==> src/design/mtri_pkg.sv <==
// Shared types and constants for the motor throttle ramp interlock.
// Depends on nothing; imported by every module of the block.
`default_nettype none

package mtri_pkg;

  localparam int unsigned STICK_W = 11;
  localparam int unsigned DUTY_W  = 8;

  // Full-scale stick reading; anything above saturates to this
  localparam logic [STICK_W-1:0] STICK_FULL = 11'd1024;

  typedef enum logic [1:0] {
    CMD_THROTTLE = 2'd0,
    CMD_DIR      = 2'd1,
    CMD_BLOCK    = 2'd2,
    CMD_NONE     = 2'd3
  } cmd_e;

  typedef struct packed {
    cmd_e               command;
    logic [STICK_W-1:0] stick;
    logic               low_gear;
    logic               ramp_due;
    logic               dir_request;
  } item_t;

  typedef struct packed {
    logic [DUTY_W-1:0] forward_duty;
    logic [DUTY_W-1:0] backward_duty;
    logic              direction_forward;
    logic              is_blocked;
    logic              direction_accepted;
  } result_t;

endpackage

`default_nettype wire

==> src/design/motor_throttle_ramp_interlock.sv <==
// Top level of the motor throttle ramp interlock: input register, state update,
// result register and the motor_ready register. Depends on mtri_pkg, mtri_state.
//
//  channel  direction  handshake                 payload
//  -------  ---------  ------------------------  ------------------------------
//  in       into block in_valid_i / in_stall_o   command, stick, low_gear,
//                                                ramp_due, dir_request
//  out      from block out_valid_o / out_stall_i forward_duty, backward_duty,
//                                                direction_forward, is_blocked,
//                                                direction_accepted
//  cfg      into block cfg_valid_i / cfg_ready_o cfg_data_i (motor_ready)
//
// One item per cycle sustained while out_stall_i is low.
// The input register feeds the state update, which loads the result register in
// the same cycle; the state registers advance only on that move.
// A stall on the output holds the result register and, once the input register is
// also full, raises in_stall_o. Reset: duty zero, forward, stopped, blocked, motor
// not ready, both stages empty. cfg_ready_o is always high.
`default_nettype none

module motor_throttle_ramp_interlock
  import mtri_pkg::*;
(
  input  wire logic               clk_i,
  input  wire logic               rst_ni,

  input  wire logic               in_valid_i,
  output logic                    in_stall_o,
  input  wire logic [1:0]         command_i,
  input  wire logic [STICK_W-1:0] stick_i,
  input  wire logic               low_gear_i,
  input  wire logic               ramp_due_i,
  input  wire logic               dir_request_i,

  output logic                    out_valid_o,
  input  wire logic               out_stall_i,
  output logic      [DUTY_W-1:0]  forward_duty_o,
  output logic      [DUTY_W-1:0]  backward_duty_o,
  output logic                    direction_forward_o,
  output logic                    is_blocked_o,
  output logic                    direction_accepted_o,

  input  wire logic               cfg_valid_i,
  output logic                    cfg_ready_o,
  input  wire logic               cfg_data_i
);

  logic    in_valid_q;
  item_t   item_q;
  logic    out_valid_q;
  result_t res_q, res_d;
  logic    motor_ready_q;
  logic    advance;
  logic    fire;

  // Result register is free when empty or being drained this cycle
  assign advance    = !out_valid_q || !out_stall_i;
  assign fire       = in_valid_q && advance;
  assign in_stall_o = in_valid_q && !advance;
  assign cfg_ready_o = 1'b1;

  // Hold the input item while the stage ahead is blocked
  always_ff @(posedge clk_i or negedge rst_ni) begin
    if (!rst_ni) begin
      in_valid_q <= 1'b0;
    end else if (!in_stall_o) begin
      in_valid_q <= in_valid_i;
    end
  end

  always_ff @(posedge clk_i) begin
    if (!in_stall_o && in_valid_i) begin
      item_q.command     <= cmd_e'(command_i);
      item_q.stick       <= stick_i;
      item_q.low_gear    <= low_gear_i;
      item_q.ramp_due    <= ramp_due_i;
      item_q.dir_request <= dir_request_i;
    end
  end

  // Configuration transfer: only bit 0 of the write data matters
  always_ff @(posedge clk_i or negedge rst_ni) begin
    if (!rst_ni) begin
      motor_ready_q <= 1'b0;
    end else if (cfg_valid_i && cfg_ready_o) begin
      motor_ready_q <= cfg_data_i;
    end
  end

  mtri_state u_state (
    .clk_i         (clk_i),
    .rst_ni        (rst_ni),
    .fire_i        (fire),
    .item_i        (item_q),
    .motor_ready_i (motor_ready_q),
    .result_o      (res_d)
  );

  // Advance the result register; drop its valid once the result is taken
  always_ff @(posedge clk_i or negedge rst_ni) begin
    if (!rst_ni) begin
      out_valid_q <= 1'b0;
    end else if (advance) begin
      out_valid_q <= in_valid_q;
    end
  end

  always_ff @(posedge clk_i) begin
    if (fire) begin
      res_q <= res_d;
    end
  end

  assign out_valid_o          = out_valid_q;
  assign forward_duty_o       = res_q.forward_duty;
  assign backward_duty_o      = res_q.backward_duty;
  assign direction_forward_o  = res_q.direction_forward;
  assign is_blocked_o         = res_q.is_blocked;
  assign direction_accepted_o = res_q.direction_accepted;

endmodule

`default_nettype wire

==> src/design/mtri_target.sv <==
// Stick to target duty mapping: saturate, scale by 255/1024, halve in low gear.
// Depends on mtri_pkg.
`default_nettype none

module mtri_target
  import mtri_pkg::*;
(
  input  wire logic [STICK_W-1:0] stick_i,
  input  wire logic               low_gear_i,
  output logic      [DUTY_W-1:0]  target_o
);

  logic [STICK_W-1:0]   stick_sat;
  logic [STICK_W+7:0]   scaled;
  logic [DUTY_W-1:0]    target_full;

  always_comb begin
    stick_sat   = (stick_i > STICK_FULL) ? STICK_FULL : stick_i;
    // stick * 255 as (stick << 8) - stick
    scaled      = {stick_sat, 8'd0} - {8'd0, stick_sat};
    target_full = scaled[STICK_W+6:STICK_W-1];
    target_o    = low_gear_i ? {1'b0, target_full[DUTY_W-1:1]} : target_full;
  end

endmodule

`default_nettype wire

==> src/design/mtri_state.sv <==
// Motor state registers (duty, direction, stopped, block latch) and their update.
// Depends on mtri_pkg and mtri_target.
`default_nettype none

module mtri_state
  import mtri_pkg::*;
(
  input  wire logic    clk_i,
  input  wire logic    rst_ni,
  input  wire logic    fire_i,
  input  wire item_t   item_i,
  input  wire logic    motor_ready_i,
  output result_t      result_o
);

  logic [DUTY_W-1:0] duty_q, duty_d;
  logic              dir_fwd_q, dir_fwd_d;
  logic              stopped_q, stopped_d;
  logic              latch_q, latch_d;
  logic              accepted;
  logic              latch_thr;
  logic [STICK_W-1:0] stick_eff;
  logic [DUTY_W-1:0] target;

  // Latch clears on a zero stick; hold stick at zero while latched or not ready
  assign latch_thr = latch_q && (item_i.stick != '0);
  assign stick_eff = (latch_thr || !motor_ready_i) ? '0 : item_i.stick;

  mtri_target u_target (
    .stick_i    (stick_eff),
    .low_gear_i (item_i.low_gear),
    .target_o   (target)
  );

  always_comb begin
    duty_d    = duty_q;
    dir_fwd_d = dir_fwd_q;
    stopped_d = stopped_q;
    latch_d   = latch_q;
    accepted  = 1'b0;
    case (item_i.command)
      CMD_THROTTLE: begin
        latch_d   = latch_thr;
        stopped_d = (duty_q == '0);
        if (item_i.ramp_due) begin
          if (target > duty_q) begin
            duty_d = duty_q + 1'b1;
          end else if (target < duty_q) begin
            duty_d = duty_q - 1'b1;
          end
        end
      end
      CMD_DIR: begin
        if (stopped_q) begin
          dir_fwd_d = item_i.dir_request;
          accepted  = 1'b1;
        end
      end
      CMD_BLOCK: begin
        latch_d = 1'b1;
      end
      default: begin
      end
    endcase

    result_o.forward_duty       = dir_fwd_d ? duty_d : '0;
    result_o.backward_duty      = dir_fwd_d ? '0 : duty_d;
    result_o.direction_forward  = dir_fwd_d;
    result_o.is_blocked         = latch_d;
    result_o.direction_accepted = accepted;
  end

  always_ff @(posedge clk_i or negedge rst_ni) begin
    if (!rst_ni) begin
      duty_q    <= '0;
      dir_fwd_q <= 1'b1;
      stopped_q <= 1'b1;
      latch_q   <= 1'b1;
    end else if (fire_i) begin
      duty_q    <= duty_d;
      dir_fwd_q <= dir_fwd_d;
      stopped_q <= stopped_d;
      latch_q   <= latch_d;
    end
  end

endmodule

`default_nettype wire

==> config.mk <==
export PLATFORM = sky130hd
export DESIGN_NAME = motor_throttle_ramp_interlock
export DESIGN_NICKNAME = d
export VERILOG_FILES = /design/src/design/mtri_pkg.sv /design/src/design/motor_throttle_ramp_interlock.sv /design/src/design/mtri_target.sv /design/src/design/mtri_state.sv
export SDC_FILE = /design/constraint.sdc
export NUM_CORES = 1
export LEC_CHECK = 0
export ABC_AREA = 0
export CAP_MARGIN = 20
export CORE_MARGIN = 1
export CORE_UTILIZATION = 42
export CTS_BUF_LIST = sky130_fd_sc_hd__clkbuf_8
export DETAILED_ROUTE_END_ITERATION = 10
export DONT_BUFFER_PORTS = 1
export REMOVE_ABC_BUFFERS = 1
export SYNTH_ARGS = -nofsm -noshare
export SYNTH_HDL_FRONTEND = slang
export SYNTH_SLANG_ARGS = --single-unit
==> constraint.sdc <==
create_clock -name clk_i -period 6.1 [get_ports clk_i]
set_input_delay 0.915 -clock clk_i [delete_from_list [all_inputs] [get_ports clk_i]]
set_output_delay 0.915 -clock clk_i [all_outputs]
set_load 0.05 [all_outputs]
==> metrics.cfg <==
[finish]
layout_common_cells=37 x nand2_1, 35 x edfxtp_1, 21 x a21oi_1
mostFrequentLayoutCell=nand2_1
syn2layout_area_growth_pct=4.42
drive_gt1_share_pct=7.82
layout.cells.non_filler=390
final_cell_area_mm2=0.00319
finish.net_count=328
diodes=0

[global_routing]
grt_max_degree=23
grt_pass1_vias=2104
grt_pass1_wl_mm=10.4
grt_overflow=0
grtUsageTotal_pct=17.8
antenna_found_initial=0

[worst_setup_path]
worstSetupPathType=flop to flop
worstPathRequired_ns=6.18
end_kind=flop
setup.worst_path.start_class=flop
critical_path.max_fanout=10
crit_arrival_ns=5.30

[clock_tree]
cts_resized=0
cts_buffer_depth=2
clk_latency_ns=0.32
cts_tree=done
post_cts_buffers=0
ctsRootBufferMaster=clkbuf_8
cts_made_buffers=5
postCtsHoldBufs=0
htree_num_levels=2
cts_sinks=49
clk_transition_reported_paths_ns=0.10

[floorplanning]
boundaryPins=44
rows=30
die_y_um=87.3
die-area_mm2=0.00762
start_util_pct=44.2
coreArea_mm2=0.00691
die_w_um=87.3

[sta]
report.final.slew_viol_count=0
rsz0062_at_grt=false
worst_pin_slew_ns=0.915
finalHoldViolCount=0
timing.final.crit_share_pct=85.7
setup_violations=0
fin_skew_ns=0.0154
max_freq_ghz=0.191
max-slew-margin-rel_pct=38.6
final.min_clock_period_ns=5.23
setup_ws_ns=0.873
setup_tns_ns=0

[synth]
synth_area_per_cell_um2=10.2
synth_seq_cells=49
synth_area_mm2=0.00305
ys_types=62
synth-edff-count=35
synthCells=298
ys_seq_area_share_pct=46.0
synthFlopType=edfxtp_1
async_reset_ff_share_pct=28.6
yosysWarnings=0

[placed_design]
globalplace.congestion=0.905
place_ws_ns=0.934
port_buffers=0
dp_cells=382
hpwl_mm=4.73
placed_cell_area_mm2=0.00310

[hold_path]
worstHoldPathType=input port to asynchronous set/reset pin

[pwr]
powerDensity_mw_per_mm2=288
p_leak_uw=0.00115
ir_drop_mv=0.119

[routing]
first_pass_iters=4
avgViaCountPerCell=5.77
drt-total-wl_mm=6.21
drt_iter0_drc=122
ant_nets=0
drc_errors=0
wl_per_cell_um=15.9
vias=2250

[status]
outcome=finished clean

[run]
drv_cap=0

[flip-flops by register name, summed over array words and instances, names as in the netlist]
register and flops:
in_valid_q 1, is_blocked_o 1, out_valid_o 1, direction_forward_o 1, u_state.stopped_q 1, u_state.duty_q 8, item_q 16, motor_ready_q 1
direction_accepted_o 1, u_state.latch_q 1, forward_duty_o 8, u_state.dir_fwd_q 1, backward_duty_o 8
[critical path: stages (launching register included)]
cell and delay [ns]:
edfxtp_1 0.54, nor4_4 0.36, o2111a_1 0.27, or2_1 0.22, and2_1 0.16, ha_1 0.27, a21oi_1 0.18, a22oi_1 0.15
a21oi_2 0.21, nand3_2 0.18, or3_1 0.40, a21oi_1 0.15, ha_1 0.29, nand2_1 0.08, nor2_1 0.05, a211oi_1 0.72
nand4_1 0.22, o32a_1 0.40, mux2i_1 0.13
[cell usage after synthesis, types with 3 or more instances]
cell type  number  share of area (%)
a211o_1         4                1.1
a211oi_1        3               0.74
a21oi_1        21                3.4
a31oi_1         3               0.61
and2_1          4               0.82
and4_1          3               0.86
buf_6           3                1.1
clkbuf_1        5               0.61
dfrtp_1        11                9.0
dfstp_2         3                2.6
edfxtp_1       35                 34
ha_1           13                5.3
inv_1          15                1.8
mux2i_1        16                5.2
nand2_1        37                4.5
nand3_1         6               0.98
nand4_1        13                2.7
nor2_1         17                2.1
nor2b_1         3               0.61
nor4_1          3               0.61
o211ai_1        3               0.74
o21ai_0        15                2.5
o22ai_1         3               0.61
o32ai_1         3               0.86
xnor2_1         8                2.3
[where the power goes]
group          leakage, uW  total, uW  internal [uW]  switching (uW)
Clock            0.0000462        194           81.6             113
Sequential        0.000470        479            399            80.9
Combinational     0.000637        243           98.1             145
Total              0.00115        917            578             339
[metal layers]
metal	routed length, um	track usage [%]
met5	0	0
met3	240	3.32
met1	2870	23.2
met2	3010	30.1
met4	83	5.37
[path summary, 6_finish.rpt]
check | startpoint | end | slack, ns | cells after the start
worst max-delay path | item_q[7]$_DFFE_PP_ | backward_duty_o[5]$_SDFFCE_PP0P_ | 0.87 | 18
worst min-delay path | rst_ni | u_state.duty_q[7]$_DFFE_PN0P_ | 0.28 | 0
worst max register to register | item_q[7]$_DFFE_PP_ | backward_duty_o[5]$_SDFFCE_PP0P_ | 0.87 | 18
worst min register to register | u_state.dir_fwd_q$_DFFE_PN1P_ | u_state.dir_fwd_q$_DFFE_PN1P_ | 0.50 | 2
max in group asynchronous | rst_ni | u_state.stopped_q$_DFFE_PN1P_ | 5.64 | 0
min in group clk_i | u_state.dir_fwd_q$_DFFE_PN1P_ | u_state.dir_fwd_q$_DFFE_PN1P_ | 0.50 | 2
[per-stage QoR]
stage               util [%]  power (uW)  hold slack (ns)
floorplan                  -         666            0.457
global placement        44.9         723            0.470
detailed placement      44.9         727            0.481
CTS                     46.2         927            0.267
global route            46.2         978            0.257
finish                  46.2         917            0.278
[final cells by class]
type,count,area [um2]
repair buffers,2,15.0
flip-flops and latches,49,1410
well taps,96,120
fillers,659,3720
clock buffers,5,68.8
inverters,15,56.3
multi-input cells,220,1500
clock inverters,3,21.3
[logic make-up after synthesis]
group	share of synthesized area [%]
AOI/OAI and AO/OA	17.4
xor gates and xnor gates	2.29
adders and majority gates	5.33
buffers and inverters	4.79
DFF	46.0
muxes	5.61
other	0.123
and+or+nand+nor	18.5
No activity file was read; power rests on OpenSTA's default activity.
